===== src/rtl/odo_pkg.sv =====
`timescale 1ns / 1ps
package odo_pkg;

  localparam int PosBitsDef   = 48;
  localparam int AngleBitsDef = 32;

  localparam int CordicIters = 30;
  localparam logic signed [32:0] CordicGain = 33'sd652032874;
  localparam logic signed [33:0] InvTwoPi   = 34'sd683565276;

  localparam logic [23:0] LeftStepRst  = 24'd809826;
  localparam logic [23:0] RightStepRst = 24'd812415;
  localparam logic [15:0] WheelBaseRst = 16'd541;

  localparam int QueueDepth = 2;

  typedef enum logic [1:0] {
    REG_LEFT_STEP  = 2'd0,
    REG_RIGHT_STEP = 2'd1,
    REG_WHEEL_BASE = 2'd2,
    REG_UNUSED     = 2'd3
  } reg_idx_e;

  typedef enum logic [3:0] {
    ST_IDLE, ST_SCALE, ST_PMUL, ST_PREP, ST_DIV, ST_HEAD,
    ST_CORDIC, ST_MULX, ST_MULY, ST_ADDY, ST_DONE
  } back_state_e;

  typedef struct packed {
    logic              first;
    logic signed [7:0] left_delta;
    logic signed [7:0] right_delta;
  } item_t;

  typedef struct packed {
    logic [23:0] left_step;
    logic [23:0] right_step;
    logic [15:0] wheel_base;
  } cfg_t;

  typedef struct packed {
    logic               valid_res;
    logic signed [47:0] pos_x;
    logic signed [47:0] pos_y;
    logic [31:0]        heading;
    logic signed [47:0] distance;
    logic signed [31:0] left_total;
    logic signed [31:0] right_total;
  } result_t;

  function automatic logic signed [32:0] atan_entry(input logic [4:0] i);
    logic signed [32:0] r;
    case (i)
      5'd0:  r = 33'sd536870912;
      5'd1:  r = 33'sd316933406;
      5'd2:  r = 33'sd167458907;
      5'd3:  r = 33'sd85004756;
      5'd4:  r = 33'sd42667331;
      5'd5:  r = 33'sd21354465;
      5'd6:  r = 33'sd10679838;
      5'd7:  r = 33'sd5340245;
      5'd8:  r = 33'sd2670163;
      5'd9:  r = 33'sd1335087;
      5'd10: r = 33'sd667544;
      5'd11: r = 33'sd333772;
      5'd12: r = 33'sd166886;
      5'd13: r = 33'sd83443;
      5'd14: r = 33'sd41722;
      5'd15: r = 33'sd20861;
      5'd16: r = 33'sd10430;
      5'd17: r = 33'sd5215;
      5'd18: r = 33'sd2608;
      5'd19: r = 33'sd1304;
      5'd20: r = 33'sd652;
      5'd21: r = 33'sd326;
      5'd22: r = 33'sd163;
      5'd23: r = 33'sd81;
      5'd24: r = 33'sd41;
      5'd25: r = 33'sd20;
      5'd26: r = 33'sd10;
      5'd27: r = 33'sd5;
      5'd28: r = 33'sd3;
      5'd29: r = 33'sd1;
      default: r = 33'sd0;
    endcase
    return r;
  endfunction

endpackage


===== src/rtl/odo_queue.sv =====
`timescale 1ns / 1ps
module odo_queue (
  input  logic            clk_i,
  input  logic            rst_ni,
  input  logic            wr_i,
  input  odo_pkg::item_t  wr_data_i,
  output logic            full_o,
  input  logic            rd_i,
  output odo_pkg::item_t  rd_data_o,
  output logic            empty_o
);

  localparam int PtrW = $clog2(odo_pkg::QueueDepth);

  odo_pkg::item_t mem_q [odo_pkg::QueueDepth];
  logic [PtrW-1:0] wr_ptr_q, rd_ptr_q;
  logic [PtrW:0]   count_q;

  assign full_o    = (count_q == (PtrW+1)'(odo_pkg::QueueDepth));
  assign empty_o   = (count_q == '0);
  assign rd_data_o = mem_q[rd_ptr_q];

  always_ff @(posedge clk_i or negedge rst_ni) begin
    if (!rst_ni) begin
      wr_ptr_q <= '0;
      rd_ptr_q <= '0;
      count_q  <= '0;
    end else begin
      if (wr_i) wr_ptr_q <= wr_ptr_q + 1'b1;
      if (rd_i) rd_ptr_q <= rd_ptr_q + 1'b1;
      if (wr_i && !rd_i) count_q <= count_q + 1'b1;
      else if (rd_i && !wr_i) count_q <= count_q - 1'b1;
    end
  end

  always_ff @(posedge clk_i) begin
    if (wr_i) mem_q[wr_ptr_q] <= wr_data_i;
  end

endmodule


===== config.mk =====
export PLATFORM = sky130hd
export DESIGN_NAME = odo_queue
export DESIGN_NICKNAME = d
export VERILOG_FILES = /design/src/rtl/odo_pkg.sv /design/src/rtl/odo_queue.sv
export SDC_FILE = /design/constraint.sdc
export NUM_CORES = 1
export LEC_CHECK = 0
export ABC_AREA = 0
export CAP_MARGIN = 20
export CORE_AREA = 5 5 76 78
export CTS_BUF_LIST = sky130_fd_sc_hd__clkbuf_2
export DETAILED_ROUTE_END_ITERATION = 8
export DIE_AREA = 0 0 81 83
export DONT_BUFFER_PORTS = 1
export SLEW_MARGIN = 20
export SYNTH_ARGS = -nofsm -noshare
export SYNTH_HDL_FRONTEND = slang
export SYNTH_SLANG_ARGS = --single-unit

===== constraint.sdc =====
create_clock -name clk_i -period 1.88 [get_ports clk_i]
set_input_delay 0.47 -clock clk_i [delete_from_list [all_inputs] [get_ports clk_i]]
set_output_delay 0.47 -clock clk_i [all_outputs]
set_load 0.05 [all_outputs]

Word level (Yosys, flattened, before mapping)
Memories as Yosys holds them, arrays and structs flattened. Index checks and enable logic that the tools add are counted.

$add $sub $neg: 4. Equality and inequality tests: 1. Mux-type cells: 4. Reductions and logical operators: 6.

Operators with widths (count): two-way mux 2 bit (2); adder 1 bit, second input constant (2); adder 2 x 1 -> 2 bit, second input constant (1); equality test 2 bit, second input constant (1); logical AND 1 bit (2); zero test 1 bit (2); zero test 2 bit (1); two-way mux 1 bit (2); nonzero test 2 bit (1); subtractor 2 x 1 -> 2 bit, second input constant (1).

Register bits: 4. Memory bits (writable): 34. Input port bits: 21. Output and inout bits: 19. Memories kept: 1.

Memory list: mem_q (words 2, bits a word 17, rd ports 1, clocked after Yosys merged registers in 0, wr ports 1, RTL line odo_queue.sv:15) `odo_pkg::item_t mem_q [odo_pkg::QueueDepth];`.

Depth between registers and ports, before layout
Gate-level depths: netlist of the first run.

Depth in word-level cells: 4. Gate-level depth with buffers: 5. Mapped depth without buffers: 5.

Least setup slack after synthesis of the first run
No wires, ideal clock.

Path type: input -> register. Start point: input wr_i. End point: memory mem_q[0][0] in the netlist's numbering (enable). Arrival time: 1.277 ns. Slack: 0.211 ns. Stages: 1. Buffers on the path: 0. Cell sequence: nor2b_1.

Cells in the longest elaborated chain, start to end: 2.

RTL lines: from (decl) (RTL line odo_queue.sv:5) `input logic wr_i,`; two-way mux 1 bit (RTL line odo_queue.sv:37) `if (wr_i) mem_q[wr_ptr_q] <= wr_data_i;`; two-way mux 1 bit (not written as such) (RTL line odo_queue.sv:37); to (decl) (RTL line odo_queue.sv:15).

Every way passes these cells.

==> flow_metrics.env, run 1 <==
export IMPL_numCtsBuffers=5
export IMPL_ys_flop_type="edfxtp_1"
export IMPL_totalWireLength_microns=2480
export IMPL_synth_top_family_by_area="multiplexers"
export IMPL_hold_viol_final=0
export IMPL_num_vias=620
export IMPL_cts_setup_buffers=0
export IMPL_synth_area_leaders="edfxtp_1, mux2_4, dfrtp_1"
export IMPL_worst_slew_pin_slew_ns=0.381
export IMPL_finalCriticalPeriod_ns=1.87
export IMPL_area_delta_synth_final_pct=17.9
export IMPL_ant_nets=0
export IMPL_finClkSkew_ns=0.0167
export IMPL_path_cells="buf_12 -> mux2_4"
export IMPL_synth_fa_ha_area_frac=0.00855
export IMPL_grt_usage=0.0787
export IMPL_drt_iter0_markers=21
export IMPL_dieWidth_microns=81
export IMPL_num_io_pins=40
export IMPL_cp_end_kind="output pin"
export IMPL_die_area_sq_um=6720
export IMPL_antenna_found_initial=0
export IMPL_power_share_sequential=0.378
export IMPL_timing_slew_headroom=0.746
export IMPL_crit_slowest_cell="dfrtp_1"
export IMPL_startpoint="rd_ptr_q"
export IMPL_gr_total_overflow=0
export IMPL_ys_ff_latch=38
export IMPL_p_per_area_nw_per_um2=1860
export IMPL_peakVddDrop_mv=0.378
export IMPL_p_sw_uw=1270
export IMPL_critPathArrivalTime_ns=1.40
export IMPL_slew_violations=0
export IMPL_grt_pass1_wl_microns=3720
export IMPL_synth_common_cells="edfxtp_1, mux2_4, mux2_2"
export IMPL_syn_num_nets=91
export IMPL_detail_route_wl_per_cell_microns=16.3
export IMPL_tritoncts="built"
export IMPL_maxCapViolations=0
export IMPL_rsz0062_at_grt="yes"
export IMPL_p_sw_frac=0.396
export IMPL_yosys_area_top_type="edfxtp_1"
export IMPL_p_clk_frac=0.191
export IMPL_cts_sinks=38
export IMPL_syn_area_sq_um=1460
export IMPL_synth_compound_area_frac=0
export IMPL_setup_viol=0
export IMPL_cp_required_ns=1.41
export IMPL_max_stage_delay_ns=0.45
export IMPL_fillers=507
export IMPL_intPower_uw=1940
export IMPL_hold_ws_ns=0.155
export IMPL_gp_congestion=0.583
export IMPL_min_from="wr_i"
export IMPL_die_h_microns=83
export IMPL_fin_cells=152
export IMPL_hp_class="in -> reg"
export IMPL_startpoint_type="register"
export IMPL_finalPower_uw=3210
export IMPL_async_flop_share=0.105
export IMPL_core_area_sq_um=5010
export IMPL_synth_top_area_share=0.697
export IMPL_synth_edf_count=34
export IMPL_fmax_ghz=0.535
export IMPL_yosysUniqueCellTypes=13
export IMPL_port_buffers=0
export IMPL_vias_per_cell=4.08
export IMPL_grt_pass1_vias=680
export IMPL_cts_clk_slew_worst_paths_ns=0.18
export IMPL_p_leak_uw=0.000645
export IMPL_fin_setup_tns_ns=0
export IMPL_root_buffer="clkbuf_2"
export IMPL_power_frac_comb=0.431
export IMPL_critPathKind="reg -> out"
export IMPL_synthSimpleGateAreaFrac=0.0179
export IMPL_syn_mean_instance_area_sq_um=21.2
export IMPL_clkLatencyLatePin_ns=0.37
export IMPL_first_pass_iters=4
export IMPL_dp_cells=143
export IMPL_synth_warnings=0
export IMPL_n_antenna_cell=0
export IMPL_rows=26
export IMPL_grt_max_degree=18
export IMPL_finalNetCount=103
export IMPL_yosysMostFrequentCell="edfxtp_1"
export IMPL_yosysSeqAreaShare=0.766
export IMPL_synthMuxAreaShare=0.154
export IMPL_regToRegStartpoint="wr_ptr_q"
export IMPL_initial_utilization=0.292
export IMPL_outcome="completed"
export IMPL_clk_path_buf_depth=2
export IMPL_drive_gt1_frac=0.378
export IMPL_finalCritPeriodShare=0.994
export IMPL_cp_max_fo=12
export IMPL_syn_inst=69
export IMPL_drc=0
export IMPL_synth_xor_area_frac=0.0299
export IMPL_htreeDepth=2
-- worst max-delay path, delay by kind of cell (launching register included) --
kind / cells / cell delay [ns]
muxes: 1 / 0.40
buffers and inverters: 1 / 0.18
DFF: 1 / 0.45
-- metrics by stage --
| stage | setup WS, ns | instance area [sq um] | util |
|---|---|---|---|
| 6_report | 0.0120 | 1730 | 0.344 |
| 5_1_grt | -0.0759 | 1730 | 0.344 |
| 4_1_cts | -0.0242 | 1730 | 0.344 |
| 3_5_place_dp | 0.390 | 1590 | 0.318 |
| 3_3_place_gp | 0.395 | 1590 | 0.318 |
| 2_1_floorplan | 0.211 | 1460 | - |
-- sequential cells by signal (all words and copies together), names as in the netlist --
register  flops
count_q       2
wr_ptr_q      1
mem_q        34
rd_ptr_q      1
-- kinds of logic (layout without fill, tap and decap cells) --
| family | after synthesis | in the layout |
|---|---|---|
| XOR/XNOR | 5 | 5 |
| adder cells (fa/ha/maj) | 1 | 1 |
| buffers and inverters | 3 | 16 |
| flip-flops | 38 | 38 |
| multiplexers | 17 | 17 |
| AND/OR/NAND/NOR | 5 | 5 |
-- layout by cell type (no fill, tap or decap), types with 2 or more instances in the layout --
master / netlist / final
buf_12: 1 / 2
buf_4: 0 / 3
bufinv_16: 0 / 2
clkbuf_2: 0 / 5
dfrtp_1: 4 / 4
edfxtp_1: 34 / 34
mux2_4: 9 / 17
nor2_1: 2 / 2
xor2_1: 4 / 4
-- layer usage --
metal | part of all wire | routed length [microns] | vias to the layer above | GRT usage
met3 | 0.12 | 300 | 6 | 0.0444
met4 | 0.021 | 53 | 0 | 0.0507
li1 | - | - | 281 | -
met5 | 0 | 0 | - | 0
met2 | 0.51 | 1270 | 33 | 0.131
met1 | 0.35 | 859 | 300 | 0.0718
-- path summary, 6_finish.rpt --
path / slack (ns) / cells past startpoint / endpoint
max in group asynchronous: 1.36 / 1 / rd_ptr_q
min in group asynchronous: 0.34 / 1 / count_q[1]
min: 0.16 / 1 / wr_ptr_q
max: 0.01 / 2 / rd_data_o[13]
max reg2reg: 0.60 / 2 / mem_q[1][2]
min reg2reg: 0.52 / 1 / wr_ptr_q
-- area by class of cell --
cell class                      count  area, sq um  share of cell area
Sequential cell                    38         1120               0.650
Multi-Input combinational cell     28          340               0.197
Clock buffer                        5         25.0              0.0145
Inverter                            1         3.75             0.00218
Timing Repair Buffer                7         83.8              0.0486
Clock inverter                      3         63.8              0.0370
Tap cell                           70         87.6              0.0508
-- timing repair --
action	CTS	global route
endpoints found under the hold margin	4	0
pin swaps	0	0
hold buffers	1	0
gates resized for setup	9	0
setup endpoints to repair	14	17
-- power groups by stage --
stage               Combinational [uW]  Clock (uW)  Sequential (uW)
floorplan                         1160           0             1200
global placement                  1300           0             1220
detailed placement                1330           0             1230
CTS                               1410         632             1220
global route                      1440         662             1230
finish                            1380         613             1210
Power figures use the tool's default switching activity.
==> run 2: changes to the inputs <==
- CORE_AREA: 5 5 76 78 -> 5 5 66 91
- DIE_AREA: 0 0 81 83 -> 0 0 71 96
==> run 2 against run 1 <==
Compared with the run above: clock power is 46% lower; sequential power about the same; die area increased by 1.4%; cell count is 2.6% lower; non-clock buffer count did not move; global-route usage down 0.29 points; register-to-register slack gained 0.12 ns; clock skew down 0.0052 ns; via count increased by 0.97%; utilization fell by 1.8 points; routed wire length up 0.24%.
==> flow_metrics.env, run 2 (synthesized netlist as in run 1, its figures left out) <==
export IMPL_hold_depth=1
export IMPL_cp_required_ns=1.41
export IMPL_area_delta_synth_final_pct=14.0
export IMPL_fmax_ghz=0.538
export IMPL_detail_route_wl_per_cell_microns=16.8
export IMPL_drc=0
export IMPL_rrSetupSlack_ns=0.72
export IMPL_clkLatencyLatePin_ns=0.37
export IMPL_layout_commonest_cell="edfxtp_1"
export IMPL_fin_ws_ns=0.0224
export IMPL_timing_slew_headroom=0.849
export IMPL_finClkSkew_ns=0.0115
export IMPL_p_leak_uw=0.000620
export IMPL_largest_reg_flops=34
export IMPL_finalNetCount=103
export IMPL_dp_cells=139
export IMPL_grt_pass1_vias=735
export IMPL_grt_max_degree=16
export IMPL_totalWireLength_microns=2490
export IMPL_fillers=525
export IMPL_drive_gt1_frac=0.378
export IMPL_top_regs="mem_q (34), count_q (2)"
export IMPL_startpoint_type="register"
export IMPL_multi_input_area_sq_um=340
export IMPL_peakVddDrop_mv=0.759
export IMPL_reg2reg_depth=2
export IMPL_post_place_ws_ns=0.364
export IMPL_rsz0062_at_grt="yes"
export IMPL_grt_usage=0.0759
export IMPL_slew_violations=0
export IMPL_outcome="completed"
export IMPL_finalCriticalPeriod_ns=1.86
export IMPL_core_area_sq_um=5120
export IMPL_fin_cells=148
export IMPL_dpl_hpwl_microns=1790
export IMPL_hp_class="in -> reg"
export IMPL_ff_latch_area_sq_um=1120
export IMPL_gp_congestion=0.655
export IMPL_port_buffers=0
export IMPL_clk_path_buf_depth=2
export IMPL_num_vias=626
export IMPL_htreeDepth=2
export IMPL_gr_total_overflow=0
export IMPL_wl_met1_microns=696
export IMPL_num_io_pins=40
export IMPL_cts_clk_slew_worst_paths_ns=0.17
export IMPL_hold_viol_final=0
export IMPL_ant_nets=0
export IMPL_tritoncts="built"
export IMPL_dr_wl_met2_microns=1490
export IMPL_dr_wl_met3_microns=270
export IMPL_maxCapViolations=0
export IMPL_first_pass_iters=4
export IMPL_root_buffer="clkbuf_2"
export IMPL_die_h_microns=96
export IMPL_initial_utilization=0.286
export IMPL_highest_layer="met4"
export IMPL_n_antenna_cell=0
export IMPL_cp_end_kind="output pin"
export IMPL_dieWidth_microns=71
export IMPL_cp_max_fo=15
export IMPL_finalCritPeriodShare=0.988
export IMPL_final_cell_mix="edfxtp_1, mux2_4, clkbuf_2"
export IMPL_top_register="mem_q"
export IMPL_worst_slew_pin_slew_ns=0.225
export IMPL_critPathArrivalTime_ns=1.39
export IMPL_numCtsBuffers=5
export IMPL_rows=31
export IMPL_setup_viol=0
export IMPL_vias_per_cell=4.23
export IMPL_critPathKind="reg -> out"
export IMPL_drt_iter0_markers=24
export IMPL_die_area_sq_um=6820
export IMPL_antenna_found_initial=0
export IMPL_grt_pass1_wl_microns=3620
export IMPL_p_per_area_nw_per_um2=1750
export IMPL_cts_sinks=38
export IMPL_hold_ws_ns=0.167
==> run 2: cell count changes in the layout (fill, tap and decap cells not counted) <==
cell	previous run	this run
buf_4	3	4
buf_6	1	0
bufinv_16	2	0
clkinv_2	0	1
clkinvlp_4	0	1
==> run 2: final cells by class <==
| type | instances | share of cell area |
|---|---|---|
| clock inverters | 3 | 0.00975 |
| well taps | 66 | 0.0495 |
| clock buffers | 5 | 0.0150 |
| multi-input cells | 28 | 0.204 |
| repair buffers | 7 | 0.0480 |
| inverters | 1 | 0.00225 |
| flip-flops and latches | 38 | 0.672 |
==> run 2: worst max-delay path, cell delays in order (launching register included) <==
cell and delay, ns:
dfrtp_1 0.43, buf_12 0.18, mux2_4 0.40
==> run 2: path summary, 6_finish.rpt <==
| kind | startpoint | endpoint |
|---|---|---|
| setup / recovery | rd_ptr_q | rd_data_o[2] |
| hold / removal | wr_i | wr_ptr_q |
| setup reg to reg | wr_ptr_q | mem_q[1][12] |
| hold reg to reg | wr_ptr_q | wr_ptr_q |
| max in group asynchronous | rst_ni | wr_ptr_q |
| min in group asynchronous | rst_ni | count_q[0] |
==> run 2: metal layers <==
metal | up-vias | GRT usage
met5 | - | 0
met4 | 0 | 0.0580
met3 | 6 | 0.0428
met2 | 26 | 0.142
met1 | 312 | 0.0544
li1 | 282 | -
==> run 2: metrics by stage <==
step | util | setup TNS (ns) | area, sq um | power, uW
2_1_floorplan | - | 0 | 1460 | 2360
3_3_place_gp | 0.310 | 0 | 1590 | 2520
3_5_place_dp | 0.310 | 0 | 1590 | 2550
4_1_cts | 0.326 | -0.535 | 1670 | 2960
5_1_grt | 0.326 | -1.25 | 1670 | 3050
6_report | 0.326 | 0 | 1670 | 2920
==> run 2: what timing repair did <==
| action | CTS | global route |
|---|---|---|
| endpoints found under the hold margin | 4 | 0 |
| endpoints found under the setup margin | 17 | 17 |
| pin swaps | 0 | 0 |
| resized for setup | 8 | 0 |
| hold buffers | 1 | 0 |
| buffers inserted | 0 | 0 |
==> run 2: power by group <==
group          leakage, uW  total, uW  switching [uW]  internal [uW]
sequential        0.000366       1210            82.5           1130
combinational     0.000228       1370             926            447
clock            0.0000264        332             247           85.0
total             0.000620       2920            1260           1660
==> run 3: changes to the inputs <==
- GPL_ROUTABILITY_DRIVEN: default -> 0
- PLACE_DENSITY: default -> 0.53
==> run 3 against run 2 <==
Compared with the run above: die area did not move; clock power rose by 87%; count of clock-buffer cells in the layout did not move; global-route usage fell by 0.69 points; sequential power barely moved; critical endpoint is now rd_data_o[7].
==> flow_metrics.env, run 3 (synthesized netlist as in run 1, its figures left out) <==
export IMPL_detail_route_wl_per_cell_microns=15.2
export IMPL_startpoint_type="register"
export IMPL_grt_pass1_vias=700
export IMPL_crit_slowest_cell="dfrtp_1"
export IMPL_rows=31
export IMPL_die_h_microns=96
export IMPL_post_place_ws_ns=0.419
export IMPL_ff_latch_area_sq_um=1120
export IMPL_reg2reg_depth=2
export IMPL_drc=0
export IMPL_port_buffers=0
export IMPL_finClkSkew_ns=0.0228
export IMPL_layout_commonest_cell="edfxtp_1"
export IMPL_antenna_found_initial=0
export IMPL_hold_viol_final=0
export IMPL_final_cell_area_sq_um=1720
export IMPL_top_regs="mem_q (34), count_q (2)"
export IMPL_dieWidth_microns=71
export IMPL_crit_buf_inv=1
export IMPL_startpoint="rd_ptr_q"
export IMPL_cp_depth=2
export IMPL_gr_total_overflow=0
export IMPL_rsz0062_at_grt="yes"
export IMPL_clk_path_buf_depth=2
export IMPL_largest_reg_flops=34
export IMPL_dpl_hpwl_microns=1740
export IMPL_drive_gt1_frac=0.405
export IMPL_slew_violations=0
export IMPL_outcome="completed"
export IMPL_worst_slew_pin_slew_ns=0.202
export IMPL_rrSetupSlack_ns=0.80
export IMPL_num_io_pins=40
export IMPL_drt_iter0_markers=16
export IMPL_cts_sinks=38
export IMPL_dpl_cell_area_sq_um=1580
export IMPL_grt_usage=0.0690
export IMPL_hold_depth=1
export IMPL_p_per_area_nw_per_um2=1850
export IMPL_grt_max_degree=14
export IMPL_min_from="rd_i"
export IMPL_cts_setup_buffers=0
export IMPL_min_to="rd_ptr_q"
export IMPL_final_util=0.336
export IMPL_totalWireLength_microns=2290
export IMPL_fin_setup_tns_ns=0
export IMPL_regToRegStartpoint="wr_ptr_q"
export IMPL_core_area_sq_um=5120
export IMPL_cp_max_fo=9
export IMPL_fillers=513
export IMPL_grt_pass1_wl_microns=3360
export IMPL_finalNetCount=105
export IMPL_maxCapViolations=0
export IMPL_cp_end_kind="output pin"
export IMPL_path_cells="buf_6 -> mux2_4"
export IMPL_die_area_sq_um=6820
export IMPL_clkLatencyLatePin_ns=0.38
export IMPL_tritoncts="built"
export IMPL_initial_utilization=0.286
export IMPL_r2r_end="mem_q[1][9]"
export IMPL_first_pass_iters=4
export IMPL_finalCritPeriodShare=0.988
export IMPL_peakVddDrop_mv=0.647
export IMPL_max_stage_delay_ns=0.42
export IMPL_area_delta_synth_final_pct=17.4
export IMPL_ant_nets=0
export IMPL_cts_clk_slew_worst_paths_ns=0.20
export IMPL_num_vias=615
export IMPL_vias_per_cell=4.10
export IMPL_fmax_ghz=0.538
export IMPL_critPathKind="reg -> out"
export IMPL_htreeDepth=2
export IMPL_final_cell_mix="edfxtp_1, mux2_4, buf_4"
export IMPL_n_antenna_cell=0
export IMPL_hp_class="in -> reg"
export IMPL_numCtsBuffers=5
export IMPL_timing_slew_headroom=0.865
export IMPL_cp_required_ns=1.41
export IMPL_setup_viol=0
export IMPL_p_leak_uw=0.000651
export IMPL_fin_ws_ns=0.0224
export IMPL_finalCriticalPeriod_ns=1.86
export IMPL_critPathArrivalTime_ns=1.39
export IMPL_top_register="mem_q"
export IMPL_cp_top_family="flip-flops"
export IMPL_root_buffer="clkbuf_2"
export IMPL_multi_input_area_sq_um=340
-- run 3: changes by cell type in the layout (fill, tap and decap cells not counted), sizes merged --
cell,delta
buf,+2
bufinv,+2
clkinv,-1
clkinvlp,-1
-- run 3: cell type report --
class	instances	share of cell area
clock buffer	5	0.0146
clock inverter	3	0.0400
inverter	1	0.00218
multi-input combinational	28	0.198
sequential	38	0.652
tap	66	0.0480
timing repair buffer	9	0.0451
-- run 3: worst max-delay path by stage --
stage	to
3_3_place_gp	rd_data_o[4]
3_5_place_dp	rd_data_o[8]
5_1_grt	rd_data_o[7]
2_1_floorplan	mem_q[0][0]
4_1_cts	rd_data_o[7]
6_report	rd_data_o[7]
-- run 3: repair_timing --
item                                    4_1_cts  5_1_grt
hold buffers                                  1        0
hold endpoints to repair                      4        0
gates cloned                                  0        0
resized for setup                            10        0
endpoints found under the setup margin       17       17
pin swaps                                     0        0
-- run 3: report_power, final --
group	total, uW	switching (uW)	internal, uW
logic	1350	914	434
clock network	620	259	361
registers	1210	78.5	1130
total	3180	1250	1920
-- run 3: metal layers --
layer,vias up,wire [microns],track usage
met5,-,0,0
met4,0,61,0.0470
met3,6,251,0.0387
met2,29,1230,0.119
met1,297,749,0.0603
li1,283,-,-
-- run 3: metrics by stage --
stage	hold slack (ns)	std cells	power [uW]
floorplan	0.174	69	2360
global placement	0.175	141	2490
detailed placement	0.175	141	2520
CTS	0.0919	150	3230
global route	0.0524	150	3310
finish	0.136	150	3180
